**src/hdl/rns_pkg.sv**
```systemverilog
// Shared types and constants for the radius neighbour search block.
// Holds the request, result and point structs, the operation and result codes
// and the table size. Depends on nothing else.
package rns_pkg;

  // Table size and the cap on matches reported for one query.
  localparam int MaxPoints = 32;
  localparam int ResultCap = 32;
  localparam int CountW    = 6;
  localparam int IndexW    = 5;
  localparam int CoordW    = 16;
  localparam int LargestW  = 15;
  localparam int SquareW   = 32;

  typedef enum logic [1:0] {
    OpLoad  = 2'd0,
    OpQuery = 2'd1,
    OpAbove = 2'd2,
    OpNone  = 2'd3
  } op_t;

  typedef enum logic [1:0] {
    KindAck   = 2'd0,
    KindMatch = 2'd1,
    KindNone  = 2'd2,
    KindFull  = 2'd3
  } kind_t;

  typedef enum logic [3:0] {
    StIdle  = 4'b0001,
    StScan  = 4'b0010,
    StWait  = 4'b0100,
    StFlush = 4'b1000
  } state_t;

  typedef struct packed {
    op_t                       op;
    logic signed [CoordW-1:0]  x_coord;
    logic signed [CoordW-1:0]  y_coord;
    logic signed [CoordW-1:0]  z_coord;
    logic        [CoordW-1:0]  radius;
  } request_t;

  typedef struct packed {
    kind_t                     kind;
    logic [IndexW-1:0]         point_index;
    logic signed [CoordW-1:0]  point_x;
    logic signed [CoordW-1:0]  point_y;
    logic signed [CoordW-1:0]  point_z;
    logic [CountW-1:0]         stored_count;
    logic [LargestW-1:0]       largest_coord;
    logic                      last;
  } result_t;

  // One stored point as it travels along the chain of cells.
  typedef struct packed {
    logic signed [CoordW-1:0] x;
    logic signed [CoordW-1:0] y;
    logic signed [CoordW-1:0] z;
  } point_t;

  // The query as held for the whole scan.
  typedef struct packed {
    logic signed [CoordW-1:0] x;
    logic signed [CoordW-1:0] y;
    logic signed [CoordW-1:0] z;
    logic                     above;
    logic [SquareW-1:0]       r2;
  } query_t;

  // Outcome of the distance test for one stored point.
  typedef struct packed {
    logic              valid;
    logic              hit;
    logic [IndexW-1:0] idx;
    point_t            pt;
  } dist_res_t;

endpackage

```
**src/hdl/rns_cell.sv**
```systemverilog
// One cell of the point chain: holds one stored point.
// It takes its neighbour's point whenever the chain moves. Depends on rns_pkg.
module rns_cell (
  input  logic            clk,
  input  logic            en,
  input  rns_pkg::point_t pt_in,
  output rns_pkg::point_t pt
);

  // The held point moves one place along the chain when enabled.
  always_ff @(posedge clk) begin
    if (en) begin
      pt <= pt_in;
    end
  end

endmodule

```
**config.mk**
```make
export PLATFORM = sky130hd
export DESIGN_NAME = rns_cell
export DESIGN_NICKNAME = d
export VERILOG_FILES = /design/src/hdl/rns_pkg.sv /design/src/hdl/rns_cell.sv
export SDC_FILE = /design/constraint.sdc
export NUM_CORES = 1
export LEC_CHECK = 0
export BUFFER_PORTS_ARGS = -buffer_cell sky130_fd_sc_hd__buf_2
export CORE_UTILIZATION = 43
export CTS_CLUSTER_DIAMETER = 80
export CTS_CLUSTER_SIZE = 24
export DETAILED_ROUTE_END_ITERATION = 12
export PLACE_DENSITY = 0.83
export SKIP_LAST_GASP = 1
export SLEW_MARGIN = 10
export SYNTH_ARGS = -nofsm -noshare
export SYNTH_HDL_FRONTEND = slang
export SYNTH_SLANG_ARGS = --single-unit
```
**constraint.sdc**
```tcl
create_clock -name clk -period 1 [get_ports clk]
set_clock_uncertainty 0.05 [all_clocks]
set_input_delay 0.2 -clock clk [delete_from_list [all_inputs] [get_ports clk]]
set_output_delay 0.2 -clock clk [all_outputs]
set_load 0.05 [all_outputs]
```
# --- After elaboration in Yosys (flattened, before gate mapping) ---
# Index checks and enable logic that the tools add are counted.
word_totals:
  ff_bits: 48
  inputBits: 50
  output_inout_bits: 48
  wordCells: 3

# --- Logic depth before layout (Yosys ltp) ---
# Gate-level depths: netlist of run 1.
depth:
  depth_word: 0
  depth_mapped: 0
  ltp_nobuf: 0

# --- Worst setup path before layout of run 1 ---
# Ideal clock, no wire load.
synth_path:
  kind: "register -> output"
  start: "reg pt[0] (netlist bit)"
  end: "out pt[0] (netlist bit)"
  arrival_time_ns: 0.601
  required_time_ns: 0.750
  setup_slack_ns: 0.149
  stages_incl_launch_ff: 1
  path_buffers: 0
  cell_sequence: "edfxtp_1"
synth_lines:
  columns: ["item", "line_no", "rtl"]
  rows:
  - ["from (decl)", "rns_cell.sv:7", "output rns_pkg::point_t pt"]
  - ["from (signal assigned)", "rns_cell.sv:13", "pt <= pt_in;"]
# No word-level cell between the ends.

# --- Final worst setup path of run 1 ---
layout_path:
  start: "reg pt[10] (netlist bit)"
  end: "out pt[10] (netlist bit)"
# No word-level cell between the ends.

==> results of run 1 <==
[kinds of logic (layout without fill, tap and decap cells)]
group,after synthesis,count (layout),synth area share
buffers and inverters,0,154,0
other,0,1,0
DFF,48,48,1.00
[metrics by stage]
stage               instance area, um^2  utilization
floorplan                          1440            -
global placement                   2020        0.646
detailed placement                 2020        0.646
CTS                                2900        0.927
global route                       2900        0.928
finish                             2900        0.928
[worst paths after layout]
kind | slack, ns | startpoint | cells after the start | end
worst max-delay path | -0.22 | pt[10] | 1 | pt[10]
worst min-delay path | 0.26 | en | 2 | pt[42]
[what timing repair did]
item	in CTS	in global routing
endpoints found under the hold margin	48	0
pin swaps	0	0
gates cloned	0	0
gates resized for setup	96	0
hold buffers	48	0
setup endpoints to repair	48	48
[layout by cell type, fill, tap and decap left out]
master	n
buf_2	49
dlygate4sd3_1	48
buf_6	48
edfxtp_1	48
clkbuf_4	5
bufinv_16	2
buf_12	2
diode_2	1
[routing by layer]
metal / global-route usage / vias to the layer above / routed length [um]
li1: - / 501 / -
met1: 0.201 / 509 / 1270
met2: 0.471 / 65 / 2330
met5: 0 / - / 0
met3: 0.0996 / 14 / 398
met4: 0.120 / 0 / 133
[power by group]
group          total, W  switching, W  internal (W)
Combinational   0.00119      0.000704      0.000486
Sequential      0.00248     0.0000852       0.00239
Clock           0.00134      0.000574      0.000765
[area by class of cell]
cell class            count  area, um^2  share of cell area
timing repair buffer    147        1310               0.450
clock buffer              5        37.5              0.0129
clock inverter            2        60.1              0.0207
tap                      44        55.1              0.0190
sequential               48        1440               0.497
antenna                   1        2.50            0.000862
==> out/metrics.yaml, run 1 <==
path_cells: "buf_6"
start_util: 0.461
hold_path.class: "in -> reg"
cts_setup_buffers: 0
fin_cells: 247
outcome: "complete, but fails checks"
worst_slew_pin_slew_ns: 0.141
root_buffer: "clkbuf_4"
syn_nets: 98
worst_hold_slack_ns: 0.257
port_buffers: 97
async_reset_ff_frac: 0
synth_area_um2: 1440
area_delta_synth_final_pct: 101
grt_start_max_net_pins: 27
die_w_um: 59.9
critPathRequiredTime_ns: 0.75
setup_viol: 48
synth.avg_cell_area_um2: 30.0
powerDensity_nw_per_um2: 1730
finalWeightedCongestion: 0.617
cts_tree: "built"
crit_path_end_kind: "primary output"
drive_above_1_share: 0.525
htreeDepth: 2
synth_top_area_frac: 1.00
reg.largest.list: "pt x48"
grt_overflow: 0
dp.cells: 191
worst_slack_ns: -0.224
arrival_ns: 0.97
drt_wl_total_um: 4130
slew_violations: 0
drcViolationCount: 0
worstPathMaxFanout: 1
multi_input_area_um2: 0
hold_violations: 0
viasPerCell: 4.41
num_vias: 1089
yosys.area.top_type: "edfxtp_1"
clockBufferDepth: 2
finalSetupTns_ns: -9.00
power_w: 0.00501
max_freq_ghz: 0.817
die_area_um2: 3590
cap_violations: 0
core_area_um2: 3130
yosysWarnings: 0
power.leakage_nw: 1.22
finalCritPeriodShare: 1.22
critPathSlowestCell: "edfxtp_1"
boundaryPins: 98
fin_crit_ns: 1.22
vdd_drop_max_uv: 1260
grtUsageTotal: 0.242
nFillCells: 98
violations: "setup timing"
drt_iter0_markers: 29
clkSinkCount: 48
largest_reg_flops: 48
synth_common_cells: "48 x edfxtp_1"
rsz0062_at_grt: "true"
row_count: 20
detail_route.first_pass.iterations: 4
synth_edf_count: 48
yosysMostFrequentCell: "edfxtp_1"
multi_input_gates: 0
fin_nets: 252
ys.flop_type: "edfxtp_1"
antenna_found_initial: 1
critPathLaunchType: "flop"
synth.distinct_cells: 1
cts_inserted_buffers: 5
top_register: "pt"
crit_buf_inv: 1
grt_pass1_wl_um: 5760
crit_family: "flip-flops"
post_drt_wl_per_cell_um: 16.7
post-place-ws_ns: 0.106
max_stage_delay_ns: 0.44
synth.area.top_cells: "edfxtp_1 100%"
first_global_vias: 1236
yosys_register_bits: 48
worstSetupPathType: "reg -> out"
synth_seq_area_share: 1.00
ant_nets: 0
die_h_um: 59.9
relSlewSlack: 0.906
clk_pin_slew_ns: 0.12
netlist_instances: 48
No activity file was read; power rests on OpenSTA's default activity.
==> inputs of run 2 (changes only) <==
--- a/config.mk
+++ b/config.mk
@@ -11,6 +11,7 @@
 export CTS_CLUSTER_SIZE = 24
 export DETAILED_ROUTE_END_ITERATION = 12
 export PLACE_DENSITY = 0.83
+export RECOVER_POWER = 25
 export SKIP_LAST_GASP = 1
 export SLEW_MARGIN = 10
 export SYNTH_ARGS = -nofsm -noshare
==> run 2 against run 1 <==
The run still ends with setup timing left. Cell area down 1.1%. Non-clock buffer count unchanged. Clock power barely moved. Setup slack about the same. Critical path type unchanged.
==> out/metrics.yaml, run 2 (synthesis results as in run 1) <==
fin_crit_ns: 1.22  # +0.00000200 ns
root_buffer: "clkbuf_4"
arrival_ns: 0.97  # about the same
routed-wl-met3_um: 399  # +0.25%
cap_violations: 0  # unchanged
max_freq_ghz: 0.817  # about the same
vdd_drop_max_uv: 1240  # -1.0%
critPathRequiredTime_ns: 0.75  # about the same
crit_end: "pt[10]"
swShare: 0.273  # +0.000776
critPathSlowestCell: "edfxtp_1"
hold_violations: 0  # unchanged
grt_pass1_wl_um: 5760  # unchanged
cp.depth: 1  # unchanged
final_cell_mix: "48 x dlygate4sd3_1, 48 x buf_2, 48 x buf_6, 48 x edfxtp_1, 5 x clkbuf_4"
viasPerCell: 4.40  # about the same
start_util: 0.461  # unchanged
port_buffers: 97  # unchanged
antenna_found_initial: 1  # unchanged
critPathLaunchType: "flop"
min_from: "pt_in[18]"
boundaryPins: 98  # unchanged
seq_power_share: 0.496  # about the same
drcViolationCount: 0  # unchanged
crit_buf_inv: 1  # unchanged
setup_viol: 48  # unchanged
fin_cells: 247  # unchanged
first_global_vias: 1236  # unchanged
drive_above_1_share: 0.520  # -0.00495
slew_violations: 0  # unchanged
regArea_um2: 1440  # unchanged
violations: "setup timing"
row_count: 20  # unchanged
cts_setup_buffers: 0  # unchanged
grt_overflow: 0  # unchanged
worstSetupPathType: "reg -> out"
dp.cells: 191  # unchanged
worst_hold_slack_ns: 0.490  # +0.233 ns
area_delta_synth_final_pct: 99.2
worst_slew_pin_slew_ns: 0.627  # +0.486 ns
drt_iter0_markers: 30  # +3.4%
num_vias: 1088  # -0.092%
grt_start_max_net_pins: 27  # unchanged
worstPathMaxFanout: 1  # unchanged
cts_inserted_buffers: 5  # unchanged
grtUsageTotal: 0.242  # unchanged
drt_wl_total_um: 4140  # +0.29%
finalCritPeriodShare: 1.22  # about the same
clockBufferDepth: 2  # unchanged
die_area_um2: 3590  # unchanged
htreeDepth: 2  # unchanged
relSlewSlack: 0.582  # -0.324
post_drt_wl_per_cell_um: 16.8  # +0.29%
crit_path_end_kind: "primary output"
cts_tree: "built"
multi_input_gates: 0  # unchanged
finalSetupTns_ns: -9.03  # -0.0263 ns
switchingPower_w: 0.00136  # about the same
outcome: "complete, but fails checks"
detail_route.first_pass.iterations: 4  # unchanged
power.leakage_nw: 1.21  # -1.1%
met2_length_um: 2330  # -0.13%
core_area_um2: 3130  # unchanged
intPower_w: 0.00363  # -0.34%
fin_nets: 252  # unchanged
rsz0062_at_grt: "true"
hold_path.class: "in -> reg"
highest_layer: "met4"
finalWeightedCongestion: 0.617  # unchanged
ant_nets: 0  # unchanged
clk_pin_slew_ns: 0.13  # about the same
path_cells: "buf_6"
top_register: "pt"
crit_family: "flip-flops"
worst_slack_ns: -0.224  # -0.00000200 ns
reg.largest.list: "pt x48"
max_stage_delay_ns: 0.44  # about the same
nFillCells: 100  # +2.0%
power_frac_comb: 0.235  # -0.003
powerDensity_nw_per_um2: 1740  # +0.85%
p_clk_frac: 0.269  # +0.002
cp-startpoint: "pt[10]"
die_h_um: 59.9  # unchanged
largest_reg_flops: 48  # unchanged
multi_input_area_um2: 0  # unchanged
wl_met1_um: 1280  # +1.0%
die_w_um: 59.9  # unchanged
clkSinkCount: 48  # unchanged
[run 2: cell count changes in the layout (fill, tap and decap cells not counted)]
cell / delta
clkbuf_1: +1
buf_12: -2
buf_2: -1
clkbuf_2: +2
[run 2: how the worst min path moves through the flow]
stage,end,slack (ns),depth (start not counted)
detailed placement,pt[19],0.33,1
global placement,pt[21],0.33,1
finish,pt[18],0.49,2
global route,pt[36],0.48,2
floorplan,pt[0],0.25,0
CTS,pt[13],0.24,2
[run 2: routing by layer]
layer | global-route usage | vias to the layer above
li1 | - | 501
met1 | 0.201 | 508
met2 | 0.471 | 65
met3 | 0.0996 | 14
met4 | 0.120 | 0
met5 | 0 | -
[run 2: layout make-up]
class	count	area share
clock buffer	5	0.0131
antenna	1	0.000871
sequential	48	0.502
tap	44	0.0192
clock inverter	2	0.0209
timing repair buffer	147	0.444
[run 2: what timing repair did]
| item | in CTS | in global routing |
|---|---|---|
| endpoints found under the hold margin | 48 | 0 |
| hold buffers | 48 | 0 |
| endpoints found under the setup margin | 48 | 48 |
| resized for setup | 96 | 0 |
[run 2: through the flow]
stage | cell area [um^2] | utilization | total power, W | setup WS (ns)
6_report | 2870 | 0.918 | 0.00500 | -0.224
5_1_grt | 2870 | 0.918 | 0.00512 | -0.262
4_1_cts | 2900 | 0.927 | 0.00498 | -0.206
3_5_place_dp | 2020 | 0.646 | 0.00331 | 0.106
3_3_place_gp | 2020 | 0.646 | 0.00330 | 0.121
2_1_floorplan | 1440 | - | 0.00304 | 0.149
[run 2: power by group through the flow]
stage | clock network, W | logic (W) | registers [W]
4_1_cts | 0.00134 | 0.00117 | 0.00246
2_1_floorplan | 0 | 0 | 0.00304
6_report | 0.00134 | 0.00117 | 0.00248
3_3_place_gp | 0 | 0.000835 | 0.00246
5_1_grt | 0.00141 | 0.00122 | 0.00249
3_5_place_dp | 0 | 0.000848 | 0.00247
==> inputs of run 3 (changes only) <==
--- a/config.mk
+++ b/config.mk
@@ -10,7 +10,7 @@
 export CTS_CLUSTER_DIAMETER = 80
 export CTS_CLUSTER_SIZE = 24
 export DETAILED_ROUTE_END_ITERATION = 12
-export PLACE_DENSITY = 0.83
+export PLACE_DENSITY = 0.94
 export RECOVER_POWER = 25
 export SKIP_LAST_GASP = 1
 export SLEW_MARGIN = 10
==> run 3 against run 2 <==
The flow still finishes with violations (setup timing). Sequential power is essentially flat. Non-clock buffer count stayed put. Global-route usage up 5.0 points. Wire length rose by 17%. Clock power is 34% lower. First-iteration DRC count grew to 2.6 times the previous value. Final cell count did not move. Largest power group unchanged.
==> out/metrics.yaml, run 3 (synthesis results as in run 1) <==
outcome: "complete, but fails checks"
violations: "setup timing"
finalWeightedCongestion: 0.684  # +11%
crit_path_end_kind: "primary output"
die_area_um2: 3590  # unchanged
finish.utilization: 0.904  # -0.0140
setup_viol: 48  # unchanged
post-place-ws_ns: 0.105  # -0.00104 ns
root_buffer: "clkbuf_4"
detail_route.first_pass.iterations: 4  # unchanged
grtUsageTotal: 0.291  # +0.0497
cap_violations: 0  # unchanged
num_vias: 1160  # +6.6%
antenna_found_initial: 0  # -1
worstPathMaxFanout: 1  # unchanged
hold_path_depth: 2  # unchanged
slew_violations: 0  # unchanged
fin_crit_ns: 1.25  # +0.0267 ns
cp-startpoint: "pt[28]"
ant_nets: 0  # unchanged
area_delta_synth_final_pct: 96.2
multi_input_area_um2: 0  # unchanged
min_from: "pt_in[19]"
critPathLaunchType: "flop"
cts_tree: "built"
max_stage_delay_ns: 0.46  # +0.02 ns
critPathRequiredTime_ns: 0.75  # about the same
critPathSlowestCell: "edfxtp_1"
diodes: 0  # -1
die_h_um: 59.9  # unchanged
first_global_vias: 1208  # -2.3%
top_register: "pt"
fin_nets: 252  # unchanged
drive_above_1_share: 0.517  # -0.00256
final_area_um2: 2830  # -1.5%
clockBufferDepth: 2  # unchanged
multi_input_gates: 0  # unchanged
power.leakage_nw: 1.18  # -2.2%
crit_family: "flip-flops"
reg.largest.list: "pt x48"
die_w_um: 59.9  # unchanged
drt_iter0_markers: 79  # +160%
viasPerCell: 4.70  # +6.6%
core_area_um2: 3130  # unchanged
vdd_drop_max_uv: 1150  # -7.5%
relSlewSlack: 0.561  # -0.0210
largest_reg_flops: 48  # unchanged
hold_path.class: "in -> reg"
placed_cell_area_um2: 2020  # unchanged
row_count: 20  # unchanged
finalCritPeriodShare: 1.25  # +0.0267
path_cells: "buf_6"
worstSetupPathType: "reg -> out"
grt_start_max_net_pins: 27  # unchanged
min_to: "pt[19]"
drt_wl_total_um: 4850  # +17%
post_drt_wl_per_cell_um: 19.6  # +17%
rsz0062_at_grt: "true"
start_util: 0.461  # unchanged
clk_pin_slew_ns: 0.15  # +0.02 ns
drcViolationCount: 0  # unchanged
htreeDepth: 2  # unchanged
grt_overflow: 0  # unchanged
cts_inserted_buffers: 5  # unchanged
max_freq_ghz: 0.800  # -2.1%
powerDensity_nw_per_um2: 1610  # -7.2%
clkSinkCount: 48  # unchanged
port_buffers: 97  # unchanged
worst_slack_ns: -0.250  # -0.0267 ns
crit_buf_inv: 1  # unchanged
hold_violations: 0  # unchanged
power_w: 0.00457  # -8.6%
final_cell_mix: "48 x dlygate4sd3_1, 48 x buf_2, 48 x buf_6, 48 x edfxtp_1, 5 x clkbuf_4"
grt_pass1_wl_um: 6620  # +15%
boundaryPins: 98  # unchanged
arrival_ns: 1.00  # +0.03 ns
worst_slew_pin_slew_ns: 0.659  # +0.0315 ns
run 3: cell type report:
type / instances / area, um^2
clock buffers: 5 / 37.5
flip-flops and latches: 48 / 1440
fillers: 104 / 300
repair buffers: 147 / 1270
clock inverters: 3 / 18.8
well taps: 44 / 55.1
run 3: how the worst max path moves through the flow:
stage | endpoint | slack (ns) | cells past startpoint
4_1_cts | pt[37] | -0.23 | 1
2_1_floorplan | pt[0] | 0.15 | 0
5_1_grt | pt[37] | -0.29 | 1
6_report | pt[28] | -0.25 | 1
3_3_place_gp | pt[41] | 0.12 | 2
3_5_place_dp | pt[8] | 0.11 | 2
run 3: per-stage QoR:
step                      hold WS (ns)  cells  setup TNS [ns]
after floorplan                  0.249     48               0
after global placement           0.326    191               0
after detailed placement         0.329    191               0
after CTS                        0.249    247           -9.17
after global routing             0.458    247          -11.86
final                            0.484    247           -9.71
run 3: what timing repair did:
action,CTS,global route
hold buffers,48,0
pin swaps,0,0
setup buffers,0,0
endpoints found under the setup margin,48,48
endpoints found under the hold margin,48,0
resized for setup,96,0
run 3: per-layer routing:
layer / global-route usage / wire length (um)
met4: 0.133 / 90
met5: 0 / 0
met2: 0.448 / 2350
met3: 0.119 / 467
met1: 0.363 / 1950
run 3: report_power, final:
part / switching, W / total, W / internal, W
clock: 0.000620 / 0.000886 / 0.000266
combinational: 0.000719 / 0.00119 / 0.000473
sequential: 0.0000919 / 0.00249 / 0.00240
