`src/hdl/rns_pkg.sv`:
```
// Shared types and constants for the radius neighbour search block.
// Holds the request, result and point structs, the operation and result codes
// and the table size. Depends on nothing else.
package rns_pkg;

  // Table size and the cap on matches reported for one query.
  localparam int MaxPoints = 32;
  localparam int ResultCap = 32;
  localparam int CountW    = 6;
  localparam int IndexW    = 5;
  localparam int CoordW    = 16;
  localparam int LargestW  = 15;
  localparam int SquareW   = 32;

  typedef enum logic [1:0] {
    OpLoad  = 2'd0,
    OpQuery = 2'd1,
    OpAbove = 2'd2,
    OpNone  = 2'd3
  } op_t;

  typedef enum logic [1:0] {
    KindAck   = 2'd0,
    KindMatch = 2'd1,
    KindNone  = 2'd2,
    KindFull  = 2'd3
  } kind_t;

  typedef enum logic [3:0] {
    StIdle  = 4'b0001,
    StScan  = 4'b0010,
    StWait  = 4'b0100,
    StFlush = 4'b1000
  } state_t;

  typedef struct packed {
    op_t                       op;
    logic signed [CoordW-1:0]  x_coord;
    logic signed [CoordW-1:0]  y_coord;
    logic signed [CoordW-1:0]  z_coord;
    logic        [CoordW-1:0]  radius;
  } request_t;

  typedef struct packed {
    kind_t                     kind;
    logic [IndexW-1:0]         point_index;
    logic signed [CoordW-1:0]  point_x;
    logic signed [CoordW-1:0]  point_y;
    logic signed [CoordW-1:0]  point_z;
    logic [CountW-1:0]         stored_count;
    logic [LargestW-1:0]       largest_coord;
    logic                      last;
  } result_t;

  // One stored point as it travels along the chain of cells.
  typedef struct packed {
    logic signed [CoordW-1:0] x;
    logic signed [CoordW-1:0] y;
    logic signed [CoordW-1:0] z;
  } point_t;

  // The query as held for the whole scan.
  typedef struct packed {
    logic signed [CoordW-1:0] x;
    logic signed [CoordW-1:0] y;
    logic signed [CoordW-1:0] z;
    logic                     above;
    logic [SquareW-1:0]       r2;
  } query_t;

  // Outcome of the distance test for one stored point.
  typedef struct packed {
    logic              valid;
    logic              hit;
    logic [IndexW-1:0] idx;
    point_t            pt;
  } dist_res_t;

endpackage

```
`src/hdl/rns_dist.sv`:
```
// Distance test at the head of the chain: squares of the planar offsets are
// registered, then summed and compared with the squared radius.
// Depends on rns_pkg.
module rns_dist (
  input  logic                          clk,
  input  logic                          rst,
  input  logic                          valid_in,
  input  logic [rns_pkg::IndexW-1:0]    idx_in,
  input  rns_pkg::point_t               head,
  input  rns_pkg::query_t               query,
  output rns_pkg::dist_res_t            res
);

  logic signed [rns_pkg::CoordW:0]      dx;
  logic signed [rns_pkg::CoordW:0]      dy;
  logic signed [2*rns_pkg::CoordW+1:0]  dx_sq;
  logic signed [2*rns_pkg::CoordW+1:0]  dy_sq;
  logic                                 valid;
  logic                                 z_ok;
  logic [rns_pkg::SquareW-1:0]          sq_x;
  logic [rns_pkg::SquareW-1:0]          sq_y;
  logic [rns_pkg::IndexW-1:0]           idx;
  rns_pkg::point_t                      pt;
  logic [rns_pkg::SquareW:0]            sum;

  // Planar offsets and their squares; each square fits in 32 bits.
  assign dx    = (rns_pkg::CoordW+1)'(head.x) - (rns_pkg::CoordW+1)'(query.x);
  assign dy    = (rns_pkg::CoordW+1)'(head.y) - (rns_pkg::CoordW+1)'(query.y);
  assign dx_sq = dx * dx;
  assign dy_sq = dy * dy;

  // Stage register after the multipliers.
  always_ff @(posedge clk) begin
    if (rst) begin
      valid <= 1'b0;
    end else begin
      valid <= valid_in;
    end
  end

  always_ff @(posedge clk) begin
    sq_x <= dx_sq[rns_pkg::SquareW-1:0];
    sq_y <= dy_sq[rns_pkg::SquareW-1:0];
    z_ok <= !query.above || (head.z > query.z);
    idx  <= idx_in;
    pt   <= head;
  end

  // Sum and strict compare against the squared radius.
  assign sum = {1'b0, sq_x} + {1'b0, sq_y};

  always_comb begin
    res.valid = valid;
    res.hit   = valid && z_ok && (sum < {1'b0, query.r2});
    res.idx   = idx;
    res.pt    = pt;
  end

endmodule

```
`config.mk`:
```
export PLATFORM = sky130hd
export DESIGN_NAME = rns_dist
export DESIGN_NICKNAME = d
export VERILOG_FILES = /design/src/hdl/rns_pkg.sv /design/src/hdl/rns_dist.sv
export SDC_FILE = /design/constraint.sdc
export NUM_CORES = 1
export LEC_CHECK = 0
export BUFFER_PORTS_ARGS = -buffer_cell sky130_fd_sc_hd__buf_2
export CAP_MARGIN = 40
export CELL_PAD_IN_SITES_DETAIL_PLACEMENT = 1
export CELL_PAD_IN_SITES_GLOBAL_PLACEMENT = 1
export CORE_MARGIN = 2
export CORE_UTILIZATION = 49
export DETAILED_ROUTE_END_ITERATION = 7
export PLACE_DENSITY_LB_ADDON = 0.1
export SKIP_LAST_GASP = 1
export SLEW_MARGIN = 10
export SYNTH_ARGS = -nofsm -noshare
export SYNTH_HDL_FRONTEND = slang
export SYNTH_SLANG_ARGS = --single-unit
```
`constraint.sdc`:
```
create_clock -name clk -period 9.7 [get_ports clk]
set_clock_uncertainty 0.2 [all_clocks]
set_input_delay 0.97 -clock clk [delete_from_list [all_inputs] [get_ports clk]]
set_output_delay 0.97 -clock clk [all_outputs]
set_load 0.01 [all_outputs]
```
After elaboration in Yosys (flattened, before gate mapping)
Cells that the tools add are included.
{ "word_totals": {"ff_bits": 119, "latchBits": 0, "mem_bits_rw": 0, "romBits": 0, "in_bits": 137, "out_inout_bits": 55, "memories": 0} }
{ "classes": {"add_sub_neg": 3, "mul": 2, "div": 0, "n_lt_le_gt_ge": 2, "n_eq_ne": 0, "n_shift": 0, "n_mux": 0, "bitwise": 0, "reduce_logical": 4} }
{ "ops": {"columns": ["op", "count"], "rows": [
  ["$mul A17 B17 Y32", 2],
  ["$sub A16 B16 Y17", 2],
  ["$add A32 B32 Y33", 1],
  ["$lt A33 B32 Y1", 1],
  ["$gt A16 B16 Y1", 1],
  ["$logic_and A1 B1 Y1", 2],
  ["$logic_not A1 Y1", 1],
  ["$logic_or A1 B1 Y1", 1]
]} }

Depth between registers and ports, before layout
Gate-level depths: netlist (run 1).
{ "logic_depth": {"depth_word": 3, "ltp_mapped": 36, "mapped_depth_nobuf": 35} }

Least setup slack after synthesis (run 1)
No wires, ideal clock.
{ "synth_path": {"kind": "input -> register", "from": "in head[32] (netlist name)", "to": "reg sq_x[31] (netlist name)", "setup_ns": 0.072, "arrival_ns": 8.378, "t_required_ns": 9.428, "slack_ns": 1.050, "cell_stages": 32, "n_path_buf": 0, "path_cell_list": "inv_1 ha_1 inv_1 fa_1 a211oi_1 nor2_1 o2111ai_1 a21boi_1 o41ai_2 o21a_1 nor2_1 o21ai_2 inv_2 nor2_1 fa_1 fa_1 inv_1 fa_1 inv_1 fa_1 fa_1 inv_1 fa_1 inv_1 ha_1 a2111oi_0 o21ai_2 a31o_4 a2111oi_4 nor3_2 a31oi_4 xnor2_1"} }
{ "synth_between": {"elab_chain_cells": 2} }
{ "synth_rtl": {"columns": ["item", "line", "rtl"], "rows": [
  ["start, declared", "rns_dist.sv:9", "input rns_pkg::point_t head,"],
  ["$sub A16 B16 Y17", "rns_dist.sv:27", "assign dx = (rns_pkg::CoordW+1)'(head.x) - (rns_pkg::CoordW+1)'(query.x);"],
  ["$mul A17 B17 Y32", "rns_dist.sv:29", "assign dx_sq = dx * dx;"],
  ["named net dx_sq, one bit", "rns_dist.sv:16", "logic signed [2*rns_pkg::CoordW+1:0] dx_sq;"],
  ["end signal, assigned", "rns_dist.sv:42", "sq_x <= dx_sq[rns_pkg::SquareW-1:0];"],
  ["end, declared", "rns_dist.sv:20", "logic [rns_pkg::SquareW-1:0] sq_x;"]
]} }
The timed path passes the listed nets, and every way through them passes these cells.
A chain may end at the register's enable or synchronous reset.

Worst setup path after layout (run 1)
Ends and elaborated chain as after synthesis.

==> results_tabular.tex, run 1 <==
\begin{tabular}{lr}
\hline
Metric & Value \\
\hline
\multicolumn{2}{l}{\textbf{Run status}} \\
Status & finished clean \\
\multicolumn{2}{l}{\textbf{Clock network}} \\
Number of buffers inserted during clock tree synthesis & 17 \\
Count of clock tree sinks & roughly 120 \\
CTS tree & yes \\
Clk slew on worst S/H paths & about 60 ps \\
CTS resizes & 0 \\
Number of buffers inserted to repair setup after CTS & 0 \\
Root Buffer Master & sky130\_fd\_sc\_hd\_\_clkbuf\_16 \\
Maximum level of the CTS H-tree & 4 \\
Clock buffer depth & 2 \\
Hold\_buf cts & 0 \\
\multicolumn{2}{l}{\textbf{Place}} \\
Quantity of I/O buffers inserted on ports & around 190 \\
Setup WS pre-CTS & 218 ps \\
Gpl congestion & 0.889 \\
Post-detailed-placement half-perimeter wirelength & 56700 um \\
\multicolumn{2}{l}{\textbf{Floorplanning}} \\
Floorplan row count & slightly above 80 \\
Area of the placeable core & 50100 um\^{}2 \\
Starting utilization of the core area & 49.5\% \\
Horizontal die dimension & 229 um \\
Area enclosed by the die boundary & 52400 um\^{}2 \\
Top-level I/O count & between 150 and 200 \\
Overall die height & 229 um \\
\multicolumn{2}{l}{\textbf{Yosys}} \\
Warning count from the yosys run & 0 \\
Sequential area share after synthesis & about a tenth \\
Share of cell area taken by muxes after synthesis & 0.121\% \\
Number of standard cells after synthesis & 2690 \\
Fraction of the mapped netlist area in compound gates & 8.85\% \\
Synthesized area divided by synthesized cell count & slightly above 9 um\^{}2 \\
Largest family of logic cells by synthesized area & adder cells \\
Distinct cells, synth & 74 \\
Post-synthesis cell area & between 20000 and 25000 um\^{}2 \\
Post-synth top flop & sky130\_fd\_sc\_hd\_\_dfxtp\_1 \\
Share of flip-flops with an asynchronous set or reset after synthesis & 0\% \\
Synth Area in Simple Gates & 9.83\% \\
Fraction of synthesized cell area in xor and xnor cells & about 4.7\% \\
Number of flip-flops and latches in the synthesized netlist & 117 \\
Post-synth EDFFs & 0 \\
Syn Nets & between 3k and 4k \\
Post-Synth Adder-Cell Area & 55.1\% \\
\multicolumn{2}{l}{\textbf{Worst setup path}} \\
Critical Path Max Stage Delay & 590 ps \\
Most common cell on crit path & sky130\_fd\_sc\_hd\_\_fa\_1 \\
Worst Setup End Kind & flip-flop \\
Class of the most critical setup path & in -> reg \\
Buffering stage count on the worst path with inverters included & 7 \\
Data arrival time of the critical path & 9220 ps \\
Category of the worst setup path launch point & input pin \\
Top fanout value on the critical path & 18 \\
Crit path required time & 9900 ps \\
Critical Path Slowest Stage Cell & sky130\_fd\_sc\_hd\_\_fa\_1 \\
Cell family with the largest share of critical-path delay & adder cells \\
\multicolumn{2}{l}{\textbf{Detailed routing}} \\
Routed via count divided by cell count & about 5.2 \\
WL per Instance & 18.2 um \\
Met2 wire len & 33300 um \\
Highest metal layer with signal wires & met4 \\
1st-pass router iterations & 5 \\
Count of vias placed by the detailed router & between 15k and 20k \\
Initial detailed-routing violation count & 676 \\
Number of DRC violations after detailed routing & 0 \\
Wirelength, routed & 65000 um \\
Antenna Violating Nets Remaining & 0 \\
Met3 wire length & between 2000 and 3000 um \\
Detailed-route wire length on metal 1 & about 27000 um \\
\multicolumn{2}{l}{\textbf{Finish}} \\
Fin util & 54.6\% \\
Fraction of final layout cells with drive strength greater than 1 & 10.9\% \\
Ant diodes & 0 \\
Relative area change from synthesis to final layout & 10.2\% \\
Fin nets & about 3.8k \\
\# fillers & 5883 \\
\multicolumn{2}{l}{\textbf{STA}} \\
Final Cycle Share & 93.1\% \\
Final count of hold timing violations & 0 \\
Final critical-path required period & 9030 ps \\
Maximum operating frequency & 0.111 GHz \\
Worst relative slew slack & $\sim$36\% \\
Final worst-path setup slack & 672 ps \\
Setup TNS & 0 ps \\
Final setup vio count & 0 \\
Transition time at the pin with the least slew margin & 947 ps \\
Count of final max-slew check failures & 0 \\
Setup repair after global routing missed its margin & false \\
\multicolumn{2}{l}{\textbf{Global routing}} \\
Global route total overflow & 0 \\
Number of antenna violations at the first check in global routing & 0 \\
Vias in the first global route & about 21k \\
Pin count of the biggest net entering global routing & 24 \\
All-Layer GR Usage & 26.3\% \\
First-pass GRT wire length & between 100000 and 150000 um \\
\multicolumn{2}{l}{\textbf{Worst hold path}} \\
Type of the tightest min-delay check & in -> reg \\
\multicolumn{2}{l}{\textbf{Run}} \\
Number of maximum-capacitance constraint violations & 0 \\
\hline
\end{tabular}
==> cells in the mapped netlist, drive strengths merged (5+ instances only) <==
cell    number  share of area, %
and2        20              0.51
fa         517                42
a21o        47               1.4
nand4       12              0.30
o31ai        7              0.23
nand2b      22              0.56
xnor2       90               3.2
a211oi      12              0.38
nor2b       18              0.45
o211ai       9              0.31
a31oi        8              0.26
buf         13              0.30
or3          7              0.18
ha         265                13
a21boi       5              0.17
nand3       19              0.38
xor2        41               1.5
and3         5              0.13
nand2      184               2.8
o41ai        5              0.24
o21bai      10              0.30
inv        727                11
clkbuf      37              0.56
nor2       246               3.7
o21a        28              0.85
a21oi       89               1.9
nor3        19              0.40
dfxtp      117               9.4
o21ai       60               1.3
==> worst paths after layout <==
kind | from | end | slack [ps] | cells after the start
max | head[32] | sq_x[31]$_DFF_P_ | 670 | 34
min | idx_in[2] | idx[2]$_DFF_P_ | 400 | 1
==> layout make-up <==
cell class | instances | area, um^2 | area share [%]
inverters | 730 | 2740 | 10.0
multi-input cells | 1793 | 19500 | 71.4
clock inverters | 15 | 170 | 0.623
repair buffers | 235 | 1290 | 4.71
flip-flops and latches | 117 | 2340 | 8.57
clock buffers | 17 | 425 | 1.56
well taps | 672 | 841 | 3.08
==> stage by stage <==
stage / area, um^2 / instances / hold slack, ps
after floorplan: 24800 / 2690 / 798
after global placement: 26700 / 3547 / 872
after detailed placement: 26700 / 3547 / 874
after CTS: 27300 / 3579 / 363
after global routing: 27300 / 3579 / 390
final: 27300 / 3579 / 401
==> cell families after synthesis <==
family / Yosys count
xor+xnor: 131
fa+ha+maj: 782
flops: 117
mux: 3
simple gates: 565
buf+inv: 780
compound gates: 312
==> per-layer routing <==
metal  vias up  global-route usage [%]
met3        94                    3.57
met2       358                    46.3
li1       8534                       -
met5         -                       0
met4         0                    7.91
met1      9533                    33.8
==> cell usage in the layout, fill, tap and decap left out, types with 4 or more instances in the layout <==
master                       count
sky130_fd_sc_hd__o21ai_2         4
sky130_fd_sc_hd__o211ai_1        7
sky130_fd_sc_hd__o21bai_1       10
sky130_fd_sc_hd__inv_2          12
sky130_fd_sc_hd__nor3_1         18
sky130_fd_sc_hd__a21oi_2         5
sky130_fd_sc_hd__o31ai_1         6
sky130_fd_sc_hd__a211o_1         4
sky130_fd_sc_hd__nand2b_1       22
sky130_fd_sc_hd__and3_1          5
sky130_fd_sc_hd__inv_1         715
sky130_fd_sc_hd__a21oi_1        84
sky130_fd_sc_hd__a21o_1         46
sky130_fd_sc_hd__nor2_1        246
sky130_fd_sc_hd__clkinvlp_4      4
sky130_fd_sc_hd__ha_1          265
sky130_fd_sc_hd__buf_2         191
sky130_fd_sc_hd__o21ai_0        45
sky130_fd_sc_hd__nand4_1        12
sky130_fd_sc_hd__o2111ai_1       4
sky130_fd_sc_hd__fa_1          517
sky130_fd_sc_hd__nand2_1       184
sky130_fd_sc_hd__xnor2_1        87
sky130_fd_sc_hd__nand3_1        19
sky130_fd_sc_hd__or3_1           7
sky130_fd_sc_hd__a31oi_1         6
sky130_fd_sc_hd__o21a_1         28
sky130_fd_sc_hd__buf_4          44
sky130_fd_sc_hd__nor2b_1        18
sky130_fd_sc_hd__a211oi_1       11
sky130_fd_sc_hd__clkbuf_16      17
sky130_fd_sc_hd__inv_6           4
sky130_fd_sc_hd__xor2_1         40
sky130_fd_sc_hd__o21ai_1        11
sky130_fd_sc_hd__and4_1          4
sky130_fd_sc_hd__and2_1         19
sky130_fd_sc_hd__dfxtp_1       117
==> state kept, by name (all words and copies together) (netlist names) <==
register / cells
z_ok: 1
sq_y: 31
valid: 1
sq_x: 31
res: 48
idx: 5
Power of run 1 is not shown: default switching activity piles up to over one toggle a cycle in this logic, so the estimate is an artifact.
==> run 2: changes to the inputs <==
--- a/config.mk
+++ b/config.mk
@@ -10,7 +10,7 @@
 export CELL_PAD_IN_SITES_DETAIL_PLACEMENT = 1
 export CELL_PAD_IN_SITES_GLOBAL_PLACEMENT = 1
 export CORE_MARGIN = 2
-export CORE_UTILIZATION = 49
+export CORE_UTILIZATION = 44
 export DETAILED_ROUTE_END_ITERATION = 7
 export PLACE_DENSITY_LB_ADDON = 0.1
 export SKIP_LAST_GASP = 1
==> constraint.sdc (replaced) <==
create_clock -name clk -period 8.2 [get_ports clk]
set_clock_uncertainty 0.2 [all_clocks]
set_input_delay 0.82 -clock clk [delete_from_list [all_inputs] [get_ports clk]]
set_output_delay 0.82 -clock clk [all_outputs]
set_load 0.01 [all_outputs]
==> run 2 against run 1 <==
  * Design area increased by 14%
  * First-iteration DRC count decreased by 0.30%
  * Global-route usage decreased by 1.1 points
  * Non-clock buffer count increased by 353
  * Critical path type unchanged
  * Largest cell class unchanged
  * Highest routed layer unchanged
==> results_tabular.tex, run 2 (synthesized netlist as in run 1, its figures left out) <==
\begin{tabular}{lr}
\hline
Metric & Value \\
\hline
\multicolumn{2}{l}{\textbf{Run status}} \\
Status & finished clean \\
\multicolumn{2}{l}{\textbf{Finish}} \\
Max FFs per register & 48 (unchanged) \\
Fraction of final layout cells with drive strength greater than 1 & 25.6\% (+15 points) \\
Ant diodes & 0 (unchanged) \\
Area taken by flip-flops and latches & 2340 um\^{}2 (unchanged) \\
Multi-input gate area & 20400 um\^{}2 (+4.6\%) \\
\# fillers & 6539 (+11\%) \\
Commonest non-fill, non-tap cell in the layout & sky130\_fd\_sc\_hd\_\_inv\_1 \\
Fin nets & 4166 (+9.3\%) \\
Relative area change from synthesis to final layout & 25.6\% \\
Most frequent cells in the layout & sky130\_fd\_sc\_hd\_\_inv\_1, sky130\_fd\_sc\_hd\_\_fa\_1, sky130\_fd\_sc\_hd\_\_buf\_4, sky130\_fd\_sc\_hd\_\_ha\_1, sky130\_fd\_sc\_hd\_\_nor2\_1 \\
Final non-filler cell area & 31100 um\^{}2 (+14\%) \\
\multicolumn{2}{l}{\textbf{Floorplanning}} \\
Overall die height & 241 um (+5.4\%) \\
Horizontal die dimension & 241 um (+5.4\%) \\
Floorplan row count & 87 (+6.1\%) \\
Starting utilization of the core area & 44.2\% (-5.3 points) \\
Area of the placeable core & 56100 um\^{}2 (+12\%) \\
Area enclosed by the die boundary & 58300 um\^{}2 (+11\%) \\
Top-level I/O count & 192 (unchanged) \\
\multicolumn{2}{l}{\textbf{Clock network}} \\
Clk slew on worst S/H paths & 70 ps (about the same) \\
CTS tree & yes \\
Root Buffer Master & sky130\_fd\_sc\_hd\_\_clkbuf\_16 \\
Number of buffers inserted during clock tree synthesis & 17 (unchanged) \\
Clock buffer depth & 2 (unchanged) \\
Count of clock tree sinks & 117 (unchanged) \\
Maximum level of the CTS H-tree & 4 (unchanged) \\
Hold\_buf cts & 0 (unchanged) \\
\multicolumn{2}{l}{\textbf{Worst setup path}} \\
Category of the worst setup path launch point & input pin \\
Top fanout value on the critical path & 8 (-10) \\
Critical Path Slowest Stage Cell & sky130\_fd\_sc\_hd\_\_fa\_1 \\
Data arrival time of the critical path & 8340 ps (-880 ps) \\
Worst Setup End Kind & flip-flop \\
Most common cell on crit path & sky130\_fd\_sc\_hd\_\_fa\_1 \\
Class of the most critical setup path & in -> reg \\
Critical Path Max Stage Delay & 580 ps (about the same) \\
Crit path required time & 8370 ps (-1530 ps) \\
\multicolumn{2}{l}{\textbf{Place}} \\
Gpl congestion & 0.879 (-1.1\%) \\
Post-detailed-placement half-perimeter wirelength & 60600 um (+7.1\%) \\
Quantity of I/O buffers inserted on ports & 191 (unchanged) \\
DP Area & 29300 um\^{}2 (+9.5\%) \\
\multicolumn{2}{l}{\textbf{Global routing}} \\
Number of antenna violations at the first check in global routing & 0 (unchanged) \\
Vias in the first global route & 22.5k (+5.7\%) \\
First-pass GRT wire length & 113000 um (+5.0\%) \\
Global route total overflow & 0 (unchanged) \\
Pin count of the biggest net entering global routing & 21 (-13\%) \\
All-Layer GR Usage & 25.2\% (-1.1 points) \\
\multicolumn{2}{l}{\textbf{Detailed routing}} \\
Initial detailed-routing violation count & 674 (-0.30\%) \\
Number of DRC violations after detailed routing & 0 (unchanged) \\
Wirelength, routed & 70300 um (+8.1\%) \\
Routed via count divided by cell count & 4.93 (-4.8\%) \\
Antenna Violating Nets Remaining & 0 (unchanged) \\
Count of vias placed by the detailed router & 19.8k (+6.9\%) \\
1st-pass router iterations & 5 (unchanged) \\
WL per Instance & 17.5 um (-3.7\%) \\
\multicolumn{2}{l}{\textbf{STA}} \\
Setup repair after global routing missed its margin & true \\
Worst relative slew slack & 41.3\% (+4.8 points) \\
Maximum operating frequency & 0.122 GHz \\
Final count of hold timing violations & 0 (unchanged) \\
Final Cycle Share & 99.6\% \\
Setup TNS & 0 ps (unchanged) \\
Transition time at the pin with the least slew margin & 876 ps (-72.0 ps) \\
Final setup vio count & 0 (unchanged) \\
Final critical-path required period & approximately 8200 ps \\
Count of final max-slew check failures & 0 (unchanged) \\
\multicolumn{2}{l}{\textbf{Run}} \\
Number of maximum-capacitance constraint violations & 0 (unchanged) \\
\multicolumn{2}{l}{\textbf{Worst hold path}} \\
Type of the tightest min-delay check & in -> reg \\
\hline
\end{tabular}
## run 2: changes by cell type in the layout (fill, tap and decap cells not counted), moves of 17 or more
cell | previous run | this run
sky130_fd_sc_hd__buf_6 | 0 | 22
sky130_fd_sc_hd__nor2_1 | 246 | 221
sky130_fd_sc_hd__buf_4 | 44 | 377
sky130_fd_sc_hd__inv_2 | 12 | 33
sky130_fd_sc_hd__inv_1 | 715 | 688
sky130_fd_sc_hd__fa_2 | 0 | 17
sky130_fd_sc_hd__ha_4 | 0 | 20
sky130_fd_sc_hd__fa_1 | 517 | 500
sky130_fd_sc_hd__ha_1 | 265 | 243
## run 2: critical path, delay by kind of cell
| kind | cells | cell delay (ps) |
|---|---|---|
| fa+ha+maj | 9 | 3980 |
| compound gates | 13 | 2180 |
| buf+inv | 8 | 820 |
| simple gates | 4 | 370 |
| xor+xnor | 1 | 110 |
## run 2: stage by stage
stage	worst slack (ps)	utilization [%]	std cells	hold slack, ps
2_1_floorplan	-20.3	-	2690	648
3_3_place_gp	-581	52.2	3948	722
3_5_place_dp	-706	52.2	3948	725
4_1_cts	2.03	53.6	3986	208
5_1_grt	-174	55.5	4016	217
6_report	31.8	55.5	4016	246
## run 2: cell type report
class	count	share of cell area (%)
multi-input combinational	1793	65.6
timing repair buffer	588	13.0
inverter	730	8.87
tap	756	3.04
clock inverter	15	0.623
clock buffer	17	1.37
sequential	117	7.52
## run 2: layer usage
metal	track usage (%)	routed length [um]
met5	0	0
met4	6.02	1440
met3	2.64	2310
met2	45.3	36300
met1	32.5	30200
## run 2: what timing repair did
action                                 CTS  global route
setup endpoints to repair               11            21
setup buffers                            6            33
endpoints found under the hold margin    0             0
resized for setup                       31           204
pin swaps                               22           107
gates cloned                             0             0
## run 2: path summary, 6_finish.rpt
check / startpoint / endpoint / cells after the start
worst min-delay path: idx_in[0] / idx[0]$_DFF_P_ / 1
worst max-delay path: head[16] / sq_y[27]$_DFF_P_ / 35
Power of run 2 is left out for the same reason.
